$ cat config.mk
export PLATFORM = sky130hd
export DESIGN_NAME = icy_metadata_demux
export DESIGN_NICKNAME = d
export VERILOG_FILES = /design/src/design/icy_pkg.sv /design/src/design/icy_metadata_demux.sv /design/src/design/icy_parser.sv /design/src/design/icy_out_skid.sv
export SDC_FILE = /design/constraint.sdc
export NUM_CORES = 1
export LEC_CHECK = 0
export ABC_AREA = 1
export BUFFER_PORTS_ARGS = -buffer_cell sky130_fd_sc_hd__buf_4
export CAP_MARGIN = 20
export CORE_ASPECT_RATIO = 1.2
export CORE_MARGIN = 2
export CORE_UTILIZATION = 30
export CTS_BUF_LIST = sky130_fd_sc_hd__clkbuf_8 sky130_fd_sc_hd__clkbuf_16
export CTS_CLUSTER_SIZE = 40
export DETAILED_ROUTE_END_ITERATION = 10
export GPL_TIMING_DRIVEN = 1
export SLEW_MARGIN = 40
export SYNTH_ARGS = -nofsm -noshare
export SYNTH_HDL_FRONTEND = slang
export SYNTH_HIERARCHICAL = 1
export SYNTH_SLANG_ARGS = --single-unit
$ cat constraint.sdc
create_clock -name clk -period 3.4 [get_ports clk]
set_input_delay 0.17 -clock clk [delete_from_list [all_inputs] [get_ports clk]]
set_output_delay 0.17 -clock clk [all_outputs]
set_load 0.05 [all_outputs]
$ cat src/design/icy_pkg.sv
// Shared types and constants for the ICY metadata demultiplexer.
package icy_pkg;

    localparam int BYTE_BITS       = 8;
    localparam int META_LEN_BITS   = 12;
    localparam int META_UNIT_SHIFT = 4;
    localparam int TDATA_BITS      = 24;

    typedef enum logic [1:0] {
        MODE_AUDIO   = 2'd0,
        MODE_LENGTH  = 2'd1,
        MODE_PAYLOAD = 2'd2
    } parse_mode_t;

    typedef struct packed {
        logic [BYTE_BITS-1:0]     out_byte;
        logic                     byte_kind;
        logic                     meta_last;
        logic [META_LEN_BITS-1:0] meta_keep_length;
    } result_t;

endpackage

$ cat src/design/icy_metadata_demux.sv
// A result is registered into the output stage when its byte is accepted.
// One byte per cycle while s_tready is set; parser state is updated in the accepting cycle.
// A length byte, or a zero length, produces no result.
// A two-entry output stage holds results while the master side stalls.
// Reset (async, active low) clears the interval to zero (pass-through) and empties the output.
// Writing the interval restarts audio counting.
module icy_metadata_demux #(
    parameter int INTERVAL_BITS = 20
) (
    input  logic                           clk,
    input  logic                           rst_n,
    input  logic                           cfg_wr_en,
    input  logic [INTERVAL_BITS-1:0]       cfg_wr_data,
    input  logic                           s_tvalid,
    output logic                           s_tready,
    input  logic [7:0]                     s_tdata,   // [7:0] data_byte
    output logic                           m_tvalid,
    input  logic                           m_tready,
    output logic [icy_pkg::TDATA_BITS-1:0] m_tdata,   // [7:0] out_byte, [19:8] meta_keep_length
    output logic                           m_tlast,   // meta_last
    output logic                           m_tuser    // [0] byte_kind
);

    logic             in_accept;
    logic             res_valid;
    icy_pkg::result_t res;
    icy_pkg::result_t out_res;

    assign in_accept = s_tvalid & s_tready;

    icy_parser #(
        .INTERVAL_BITS (INTERVAL_BITS)
    ) u_parser (
        .clk         (clk),
        .rst_n       (rst_n),
        .cfg_wr_en   (cfg_wr_en),
        .cfg_wr_data (cfg_wr_data),
        .in_accept   (in_accept),
        .in_byte     (s_tdata),
        .res_valid   (res_valid),
        .res         (res)
    );

    icy_out_skid u_out (
        .clk       (clk),
        .rst_n     (rst_n),
        .push      (in_accept & res_valid),
        .push_data (res),
        .ready     (s_tready),
        .out_valid (m_tvalid),
        .out_ready (m_tready),
        .out_data  (out_res)
    );

    assign m_tdata = {{(icy_pkg::TDATA_BITS - icy_pkg::META_LEN_BITS - icy_pkg::BYTE_BITS){1'b0}},
                      out_res.meta_keep_length, out_res.out_byte};
    assign m_tlast = out_res.meta_last;
    assign m_tuser = out_res.byte_kind;

endmodule

$ cat src/design/icy_parser.sv
// Parse state and per-byte split of the stream into audio and metadata results.
module icy_parser #(
    parameter int INTERVAL_BITS = 20
) (
    input  logic                          clk,
    input  logic                          rst_n,
    input  logic                          cfg_wr_en,
    input  logic [INTERVAL_BITS-1:0]      cfg_wr_data,
    input  logic                          in_accept,
    input  logic [icy_pkg::BYTE_BITS-1:0] in_byte,
    output logic                          res_valid,
    output icy_pkg::result_t              res
);

    localparam int LB = icy_pkg::META_LEN_BITS;

    logic [INTERVAL_BITS-1:0] interval_reg;
    icy_pkg::parse_mode_t     mode_reg, mode_next;
    logic [INTERVAL_BITS-1:0] countdown_reg, countdown_next;
    logic [LB-1:0]            remaining_reg, remaining_next;
    logic [LB-1:0]            position_reg, position_next;
    logic [LB-1:0]            last_nz_reg, last_nz_next;

    logic [LB-1:0]            pos_inc;
    logic [LB-1:0]            last_nz_upd;
    logic [LB-1:0]            block_len;
    logic [INTERVAL_BITS-1:0] countdown_dec;

    always_ff @(posedge clk or negedge rst_n)
    begin
        if (!rst_n)
        begin
            interval_reg  <= '0;
            mode_reg      <= icy_pkg::MODE_AUDIO;
            countdown_reg <= '0;
            remaining_reg <= '0;
            position_reg  <= '0;
            last_nz_reg   <= '0;
        end
        else if (cfg_wr_en)
        begin
            // restart counting from the new interval
            interval_reg  <= cfg_wr_data;
            mode_reg      <= icy_pkg::MODE_AUDIO;
            countdown_reg <= cfg_wr_data;
            remaining_reg <= '0;
            position_reg  <= '0;
            last_nz_reg   <= '0;
        end
        else if (in_accept)
        begin
            mode_reg      <= mode_next;
            countdown_reg <= countdown_next;
            remaining_reg <= remaining_next;
            position_reg  <= position_next;
            last_nz_reg   <= last_nz_next;
        end
    end

    assign pos_inc       = position_reg + 1'b1;
    assign last_nz_upd   = (in_byte != '0) ? pos_inc : last_nz_reg;
    assign block_len     = {in_byte, {icy_pkg::META_UNIT_SHIFT{1'b0}}};
    assign countdown_dec = countdown_reg - 1'b1;

    always_comb
    begin
        mode_next            = mode_reg;
        countdown_next       = countdown_reg;
        remaining_next       = remaining_reg;
        position_next        = position_reg;
        last_nz_next         = last_nz_reg;
        res_valid            = 1'b0;
        res.out_byte         = in_byte;
        res.byte_kind        = 1'b0;
        res.meta_last        = 1'b0;
        res.meta_keep_length = '0;

        if (interval_reg == '0)
        begin
            // parsing disabled: pass through, state untouched
            res_valid = 1'b1;
        end
        else
        begin
            case (mode_reg)
                icy_pkg::MODE_LENGTH:
                begin
                    if (in_byte == '0)
                    begin
                        mode_next      = icy_pkg::MODE_AUDIO;
                        countdown_next = interval_reg;
                        remaining_next = '0;
                    end
                    else
                    begin
                        mode_next      = icy_pkg::MODE_PAYLOAD;
                        remaining_next = block_len;
                    end
                    position_next = '0;
                    last_nz_next  = '0;
                end
                icy_pkg::MODE_PAYLOAD:
                begin
                    res_valid     = 1'b1;
                    res.byte_kind = 1'b1;
                    if (remaining_reg <= LB'(1))
                    begin
                        res.meta_last        = 1'b1;
                        res.meta_keep_length = last_nz_upd;
                        mode_next            = icy_pkg::MODE_AUDIO;
                        countdown_next       = interval_reg;
                        remaining_next       = '0;
                        position_next        = '0;
                        last_nz_next         = '0;
                    end
                    else
                    begin
                        remaining_next = remaining_reg - 1'b1;
                        position_next  = pos_inc;
                        last_nz_next   = last_nz_upd;
                    end
                end
                default:
                begin
                    // audio mode, also taken for the unused code
                    mode_next = icy_pkg::MODE_AUDIO;
                    if (countdown_reg == '0)
                    begin
                        // exhausted countdown: this byte is the length byte
                        if (in_byte == '0)
                        begin
                            countdown_next = interval_reg;
                            remaining_next = '0;
                        end
                        else
                        begin
                            mode_next      = icy_pkg::MODE_PAYLOAD;
                            remaining_next = block_len;
                        end
                        position_next = '0;
                        last_nz_next  = '0;
                    end
                    else
                    begin
                        res_valid      = 1'b1;
                        countdown_next = countdown_dec;
                        if (countdown_dec == '0)
                        begin
                            mode_next = icy_pkg::MODE_LENGTH;
                        end
                    end
                end
            endcase
        end
    end

endmodule

$ cat src/design/icy_out_skid.sv
// Output register with a skid stage so the input side keeps a registered ready.
module icy_out_skid (
    input  logic             clk,
    input  logic             rst_n,
    input  logic             push,
    input  icy_pkg::result_t push_data,
    output logic             ready,
    output logic             out_valid,
    input  logic             out_ready,
    output icy_pkg::result_t out_data
);

    logic             main_valid_reg, main_valid_next;
    logic             skid_valid_reg, skid_valid_next;
    icy_pkg::result_t main_data_reg, main_data_next;
    icy_pkg::result_t skid_data_reg, skid_data_next;
    logic             pop;

    assign pop       = main_valid_reg & out_ready;
    assign ready     = ~skid_valid_reg;
    assign out_valid = main_valid_reg;
    assign out_data  = main_data_reg;

    always_ff @(posedge clk or negedge rst_n)
    begin
        if (!rst_n)
        begin
            main_valid_reg <= 1'b0;
            skid_valid_reg <= 1'b0;
        end
        else
        begin
            main_valid_reg <= main_valid_next;
            skid_valid_reg <= skid_valid_next;
        end
    end

    always_ff @(posedge clk)
    begin
        main_data_reg <= main_data_next;
        skid_data_reg <= skid_data_next;
    end

    always_comb
    begin
        main_valid_next = main_valid_reg;
        skid_valid_next = skid_valid_reg;
        main_data_next  = main_data_reg;
        skid_data_next  = skid_data_reg;
        if (skid_valid_reg)
        begin
            // drain the skid entry into the output register
            if (pop)
            begin
                main_data_next  = skid_data_reg;
                skid_valid_next = 1'b0;
            end
        end
        else if (push)
        begin
            if (main_valid_reg && !pop)
            begin
                skid_data_next  = push_data;
                skid_valid_next = 1'b1;
            end
            else
            begin
                main_data_next  = push_data;
                main_valid_next = 1'b1;
            end
        end
        else if (pop)
        begin
            main_valid_next = 1'b0;
        end
    end

endmodule

==> results of run 1 <==
cell families (layout without fill, tap and decap cells):
logic type / after synthesis / after routing / share of synthesized area
AND/OR/NAND/NOR: 540 / 540 / 0.327
flip-flops: 124 / 124 / 0.461
adder cells (fa/ha/maj): 8 / 8 / 0.0139
buffers and inverters: 131 / 212 / 0.0877
other: 1 / 4 / 0.000520
AO/OA/AOI/OAI: 113 / 113 / 0.0950
XOR/XNOR: 13 / 13 / 0.0158
worst register-to-register path, cell delays in order, from the launching register on:
cell	delay (ns)
dfrtp_1	0.40
inv_1	0.06
ha_1	0.13
buf_4	0.20
inv_1	0.15
nor2_1	0.14
inv_1	0.26
nand3_1	0.17
inv_1	0.07
nor2_2	0.11
inv_1	0.04
nor2_1	0.07
nand2_1	0.07
inv_1	0.06
buf_4	0.27
per-layer routing:
metal / share of wire / routed length [um]
met5: 0 / 0
met1: 0.44 / 7920
met3: 0.030 / 542
met4: 0.011 / 205
met2: 0.52 / 9300
through the flow:
stage | hold slack [ns] | setup WS [ns]
4_1_cts | 0.00440 | 0.799
5_1_grt | 0.0287 | 0.644
2_1_floorplan | -0.126 | 0.395
6_report | 0.0103 | 0.871
3_3_place_gp | 0.341 | 0.890
3_5_place_dp | 0.209 | 0.802
cell usage after synthesis (12+ instances only):
master,number
nand2_1,327
nor2_1,97
inv_1,82
dfrtp_1,80
o21ai_0,65
nand3_1,55
edfxtp_1,44
buf_4,16
nand2_2,14
a21oi_1,13
xor2_1,13
buf_2,12
layout make-up:
| type | instances | share of cell area |
|---|---|---|
| Clock inverter | 14 | 0.0184 |
| Timing Repair Buffer | 90 | 0.0859 |
| Tap cell | 320 | 0.0460 |
| Multi-Input combinational cell | 678 | 0.377 |
| Sequential cell | 124 | 0.382 |
| Clock buffer | 18 | 0.0505 |
| Inverter | 90 | 0.0403 |
worst paths after layout:
path / to / slack (ns) / cells after the start
worst max-delay path: u_out/skid_data_reg[0] / 0.87 / 14
worst max register to register: u_out/skid_data_reg[0] / 0.87 / 14
worst min-delay path: u_parser/interval_reg[17] / 0.01 / 3
min in group asynchronous: u_parser/position_reg[7] / 0.31 / 2
max in group asynchronous: u_parser/remaining_reg[2] / 2.40 / 3
worst min register to register: u_parser/last_nz_reg[11] / 0.49 / 2
report_power, final:
| part | total, mW | internal [mW] | switching, mW |
|---|---|---|---|
| clock | 1.85 | 1.11 | 0.733 |
| sequential | 2.30 | 1.97 | 0.321 |
| combinational | 2.84 | 0.860 | 1.98 |
timing repair:
item | in CTS | in global routing
endpoints found under the setup margin | 0 | 0
hold buffers | 27 | 0
endpoints found under the hold margin | 88 | 0
==> run metrics, run 1 <==
Remaining DRCs 0; clk_lat worst skew 0.43 ns; Final Skew approximately 0.0075 ns; CTS resizes 0; Global Route Usage Sum 0.146; nets between 1000 and 1500; Post-synth ARST share 0.645; CTS H-tree lvls 4; top cells by area, synth dfrtp_1 (28%), edfxtp_1 (18%), nand2_1 (17%); crit path kind reg -> reg; warnings from Yosys 6; Rows 62; hold crit path type in -> reg; Hold Path Origin cfg_wr_data[17]; drt total wl around 18000 um; CP Capture Type flop; crit start category flop; sequence of cells on the critical path inv_1 -> ha_1 -> buf_4 -> inv_1 -> nor2_1 -> inv_1 -> nand3_1 -> inv_1 -> nor2_2 -> inv_1 -> nor2_1 -> nand2_1 -> inv_1 -> buf_4; global-route met3 utilization 0.0270; largest net degree at the start of global routing between 60 and 70; Slowest-stage cell, CP dfrtp_1; GRT overflow 0; area leader, netlist dfrtp_1; DR WL/cell 13.5 um; GR Layer Usage met1 0.177; DP Area approximately 7800 um^2; Die Area ~25000 um^2; DP HPWL around 13000 um; die width between 100 and 150 um; Final Setup Violations 0; fin crit period ~2.5 ns; GRT Max-Usage Layer met2; DR pass1 iterations 5; syn_area_per_cell 7.76 um^2; max incr delay on CP roughly 0.40 ns; Worst Path Buf+Inv 8; Fin. Hold Viols 0; register area 3320 um^2; core area 23800 um^2; Crit path max-delay family buffers and inverters; share of Yosys cell area claimed by the top area cell type 0.277; Final Non-Filler Cells between 1000 and 1500; most used cell along the critical path inv_1; post-route ant nets 0; Synth Instances between 900 and 1000; area grow syn2layout 20.5%; ant diodes 0; MaxCap Viol Count 0; Starting Density 0.303; CTS tree done; achievable frequency approximately 0.4 GHz; via count approximately 6100; Post-CTS Setup Inserts 0; Relative slew margins 0.599; dpl cells between 1000 and 1500; final cell utilization of the core 0.365; Chip Height about 170 um; Worst EP arrival between 2 and 3 ns; fin crit share 0.744; clock root buffer clkbuf_16; first-pass GRT wire length 29800 um; antenna violations before repair 0; Setup crit start u_parser/mode_reg[0]; cell area after synthesis between 7000 and 8000 um^2; share of the yosys chip area belonging to registers 0.461; most frequent cells in the layout nand2_1 (327), nor2_1 (96), inv_1 (82); multi-input logic area roughly 3300 um^2; RSZ-0062 raised after global routing false; Max Slew Vio Count 0; Clock Tree Buf Depth 2; Finished Cell Area about 8700 um^2; flops & latches, synth 124; setup TNS 0 ns; share of layout cells above drive strength 1 0.150; number of flops mapped to enable cells by yosys 44; DR vias/cell around 4.6; distinct cell type count after synthesis 47; met2 usage 0.260; Power per Cell Area ~800 nW/um^2; I/O pin count 61; clock slew at reported path FFs roughly 0.060 ns; Fillers about 2500; Num CTS Buffers 17; commonest non-fill, non-tap cell in the layout nand2_1; Pwr Total around 7.0 mW; peak supply drop roughly 0.37 mV; leak pwr between 3 and 4 nW; status finished clean; CP required between 3 and 4 ns; Least-Margin Pin Slew 0.601 ns; Port Buf Inserts 56; CTS sink cnt 124; R2R Path Start u_parser/mode_reg[0]; top_reg_cell synth dfrtp_1; routability cong. approximately 0.87; vias in the first global route 5947; Critical Path Fanout Max 22; number of DRC violations after detailed-routing iteration 0 approximately 470
Note: power is estimated with default switching activity, not from simulation.
==> run 2: changes to the inputs <==
Clock period 3.4 ns to 2.4 ns, I/O delays scaled along.
==> run metrics, run 2 (synthesis results as in run 1) <==
Fin. Hold Viols 0; Chip Height approximately 170 um; dpl cells 1288; Remaining DRCs 0; Worst Path Buf+Inv 6; most frequent cells in the layout nand2_1 (327), nor2_1 (96), inv_1 (81); area grow syn2layout 22.5%; commonest non-fill, non-tap cell in the layout nand2_1; final cell utilization of the core 0.371; crit start category flop; setup TNS 0 ns; routability cong. between 0.9 and 1; CTS sink cnt 124; Final Non-Filler Cells around 1400; most used cell along the critical path inv_1; Global Route Usage Sum 0.147; CTS tree done; fin crit period between 2 and 2.5 ns; fin crit share 0.912; DR pass1 iterations 4; Die Area about 25000 um^2; clk_lat worst skew 0.43 ns; Num CTS Buffers 17; via count ~6100; leak pwr approximately 4.0 nW; Starting Density 0.303; core area approximately 24000 um^2; Finished Cell Area 8840 um^2; PnR worst setup slack 0.212 ns; Hold Path Origin cfg_wr_en; drt total wl ~18000 um; clock slew at reported path FFs 0.06 ns; Pwr Total 9.89 mW; sequence of cells on the critical path inv_1 -> ha_1 -> nor2_1 -> inv_1 -> nand3_1 -> inv_1 -> nor2_2 -> inv_1 -> nor2_1 -> nand2_1 -> clkinvlp_4 -> buf_4; DR vias/cell between 4 and 5; CP Capture Type flop; RSZ-0062 raised after global routing false; status finished clean; GRT overflow 0; hold depth 4; MaxCap Viol Count 0; largest net degree at the start of global routing 42; DP Area 7960 um^2; Power per Cell Area 1120 nW/um^2; ant diodes 0; Port Buf Inserts 56; number of DRC violations after detailed-routing iteration 0 417; first-pass GRT wire length between 20000 and 30000 um; Slowest-stage cell, CP dfrtp_1; Fillers approximately 2500; Worst R2R Path Depth 12; Least-Margin Pin Slew about 0.58 ns; vias in the first global route approximately 6000; die width between 100 and 150 um; hold crit path type in -> reg; post-route ant nets 0; achievable frequency ~0.46 GHz; peak supply drop ~0.46 mV; antenna violations before repair 0; CTS H-tree lvls 4; Worst EP arrival around 2.3 ns; I/O pin count just over 60; pre-CTS setup slack between 0.2 and 0.25 ns; crit path kind reg -> reg; Final Skew approximately 0.0074 ns; Final Setup Violations 0; reg-to-reg endpoint u_out/skid_data_reg[2]; Rows between 60 and 70; Clock Tree Buf Depth 2; clock root buffer clkbuf_16; Min Hold Slack 0.104 ns; share of layout cells above drive strength 1 0.161; max incr delay on CP approximately 0.37 ns; Relative slew margins 0.615; Critical Path Fanout Max 22; R2R Path Start u_parser/mode_reg[0]; CP required around 2.5 ns; Crit path max-delay family buffers and inverters; WHS Endpoint u_parser/interval_reg[3]; nets 1058; Max Slew Vio Count 0; DP HPWL about 13000 um; reg2reg setup slack roughly 0.21 ns; DR WL/cell between 10 and 15 um
run 2: changes by cell type in the layout (fill, tap and decap cells not counted), sizes merged:
cell,previous run,this run
clkbuf,18,17
dlygate4sd3,27,30
inv,94,97
bufinv,2,0
buf,63,76
clkinv,5,4
clkinvlp,3,4
run 2: layout make-up:
type | count | area, um^2 | share of cell area
tap | 320 | 400 | 0.0453
sequential | 124 | 3320 | 0.376
timing repair buffer | 106 | 896 | 0.101
inverter | 90 | 358 | 0.0405
multi-input combinational | 678 | 3280 | 0.372
clock inverter | 15 | 149 | 0.0169
clock buffer | 17 | 425 | 0.0481
run 2: timing repair:
item | 4_1_cts | 5_1_grt
hold buffers | 30 | 0
resized for setup | 0 | 1
buffers inserted | 0 | 0
endpoints found under the hold margin | 69 | 0
setup endpoints to repair | 0 | 5
run 2: worst max-delay path by stage:
stage / startpoint / to / slack, ns / depth (start not counted)
global placement: u_parser/mode_reg[0] / u_out/skid_data_reg[11] / 0.22 / 12
floorplan: u_parser/mode_reg[0] / u_out/out_data[0] / 0.06 / 11
detailed placement: u_parser/remaining_reg[0] / u_out/out_data[6] / 0.20 / 10
finish: u_parser/mode_reg[0] / u_out/skid_data_reg[2] / 0.21 / 12
CTS: u_parser/remaining_reg[0] / u_out/out_data[6] / 0.19 / 10
global route: u_parser/countdown_reg[1] / u_out/skid_data_reg[20] / 0.02 / 14
run 2: routing by layer:
layer  up-vias  GRT usage  routed length (um)
met5         -          0                   0
met4         0     0.0580                 335
met3        27     0.0268                 631
met2       122      0.262                9140
met1      2813      0.175                7750
li1       3152          -                   -
run 2: power by group:
group	leakage [nW]	internal (mW)	total [mW]	switching (mW)
Clock	0.277	1.38	2.49	1.11
Combinational	2.33	1.33	4.19	2.86
Sequential	1.44	2.80	3.21	0.412
run 2: worst reg2reg max path: cells and delay by family, from the launching register on:
| family | cells | cell delay (ns) |
|---|---|---|
| fa+ha+maj | 1 | 0.36 |
| buf+inv | 6 | 0.58 |
| flops | 1 | 0.37 |
| simple gates | 5 | 0.55 |
==> run 3: changes to the inputs <==
Settings changed: CELL_PAD_IN_SITES_DETAIL_PLACEMENT from default to 1, CELL_PAD_IN_SITES_GLOBAL_PLACEMENT from default to 2, PLACE_DENSITY_LB_ADDON from default to 0.1, REMOVE_ABC_BUFFERS from default to 1.
==> run metrics, run 3 (synthesis results as in run 1) <==
status finished clean; crit path kind reg -> reg; dpl cells about 1300; multi-input logic area about 3300 um^2; Critical Path Fanout Max 5; DR pass1 iterations 4; CTS tree done; vias in the first global route between 6000 and 7000; Fin. Hold Viols 0; Relative slew margins 0.642; reg2reg setup slack approximately 0.21 ns; reg-to-reg endpoint u_out/out_data[8]; post-route ant nets 0; core area ~24000 um^2; MaxCap Viol Count 0; leak pwr just over 4 nW; Final Non-Filler Cells ~1400; fin crit period 2.19 ns; die width between 100 and 150 um; via count between 6000 and 7000; drt total wl 21300 um; Clock Tree Buf Depth 2; Crit path max-delay family simple AND/OR/NAND/NOR gates; most frequent cells in the layout nand2_1 (327), nor2_1 (95), inv_1 (82); setup TNS 0 ns; I/O pin count 61; Port Buf Inserts 56; Starting Density 0.303; most used cell along the critical path nand2_1; commonest non-fill, non-tap cell in the layout nand2_1; routability cong. ~0.80; pre-CTS setup slack roughly 0.022 ns; CP Capture Type flop; achievable frequency 0.457 GHz; Num CTS Buffers 17; RSZ-0062 raised after global routing false; Die Area 25300 um^2; Worst Path Buf+Inv 0; area grow syn2layout 23.5%; share of layout cells above drive strength 1 0.163; Worst EP arrival ~2.4 ns; Hold Path Origin cfg_wr_en; sequence of cells on the critical path ha_1 -> nand2_1 -> nor2_1 -> nand2_1 -> xor2_1 -> o21ai_0 -> nor2_1 -> nand2_2 -> nand2_1; clk_lat worst skew 0.43 ns; Remaining DRCs 0; DR vias/cell 4.59; fin crit share 0.912; Final Setup Violations 0; Global Route Usage Sum 0.174; Rows 62; register area between 3000 and 4000 um^2; hold depth 4; WHS Endpoint u_parser/interval_reg[2]; number of DRC violations after detailed-routing iteration 0 roughly 170; nets approximately 1100; CTS sink cnt 124; ant diodes 0; max incr delay on CP ~0.43 ns; largest net degree at the start of global routing 81; Worst R2R Path Depth 9; Power per Cell Area 1170 nW/um^2; first-pass GRT wire length about 35000 um; hold crit path type in -> reg; Least-Margin Pin Slew approximately 0.54 ns; Slowest-stage cell, CP dfrtp_1; GRT overflow 0; Fillers between 2000 and 3000; Final Skew 0.0167 ns; DR WL/cell about 16 um; R2R Path Start u_parser/position_reg[0]; Max Slew Vio Count 0; Min Hold Slack 0.131 ns; DP HPWL 15100 um; clock root buffer clkbuf_16; peak supply drop around 0.69 mV; CTS H-tree lvls 4; crit start category flop; final cell utilization of the core 0.374; antenna violations before repair 0; CP required approximately 2.6 ns; clock slew at reported path FFs about 0.06 ns; Chip Height roughly 170 um; PnR worst setup slack 0.212 ns
-- run 3: worst max path at each step --
stage                                     end  cells past startpoint                       from  slack, ns
finish                      u_out/out_data[8]                      9   u_parser/position_reg[0]       0.21
global route        u_parser/countdown_reg[1]                     13  u_parser/countdown_reg[0]       0.02
CTS                         u_out/out_data[9]                     10  u_parser/remaining_reg[0]       0.02
detailed placement          u_out/out_data[9]                     10  u_parser/remaining_reg[0]       0.02
global placement            u_out/out_data[9]                     10  u_parser/remaining_reg[0]       0.14
floorplan                   u_out/out_data[0]                     10       u_parser/mode_reg[0]      -0.73
-- run 3: cell type report --
cell class	count	area share
Timing Repair Buffer	106	0.103
Timing Repair inverter	1	0.000842
Clock inverter	15	0.0225
Clock buffer	17	0.0477
Multi-Input combinational cell	678	0.368
Sequential cell	124	0.373
Tap cell	320	0.0449
Inverter	90	0.0397
-- run 3: repair_timing --
item	CTS	global route
gates resized for setup	0	4
buffers inserted	0	4
endpoints found under the setup margin	0	16
endpoints found under the hold margin	116	0
hold buffers	30	0
-- run 3: report_power, final --
part	total, mW	internal (mW)	switching (mW)
clock	2.79	1.68	1.11
sequential	3.22	2.80	0.427
combinational	4.38	1.36	3.02
total	10.4	5.83	4.56
-- run 3: per-stage QoR --
step	power, mW	cell area (um^2)
after floorplan	6.14	6940
after global placement	7.63	7940
after detailed placement	7.63	7940
after CTS	10.5	8870
after global routing	11.2	8910
final	10.4	8910
-- run 3: per-layer routing --
metal  vias up  part of all wire  GRT usage
met5         -                 0          0
met4         0             0.012     0.0400
met3        18             0.020     0.0278
met2        68              0.52      0.322
met1      2975              0.45      0.211
li1       3143                 -          -
-- run 3: tightest hold or removal path, cell delays in order --
cell and delay [ns]:
buf_4 0.09, inv_2 0.14, nand2_1 0.10, nand2_1 0.04
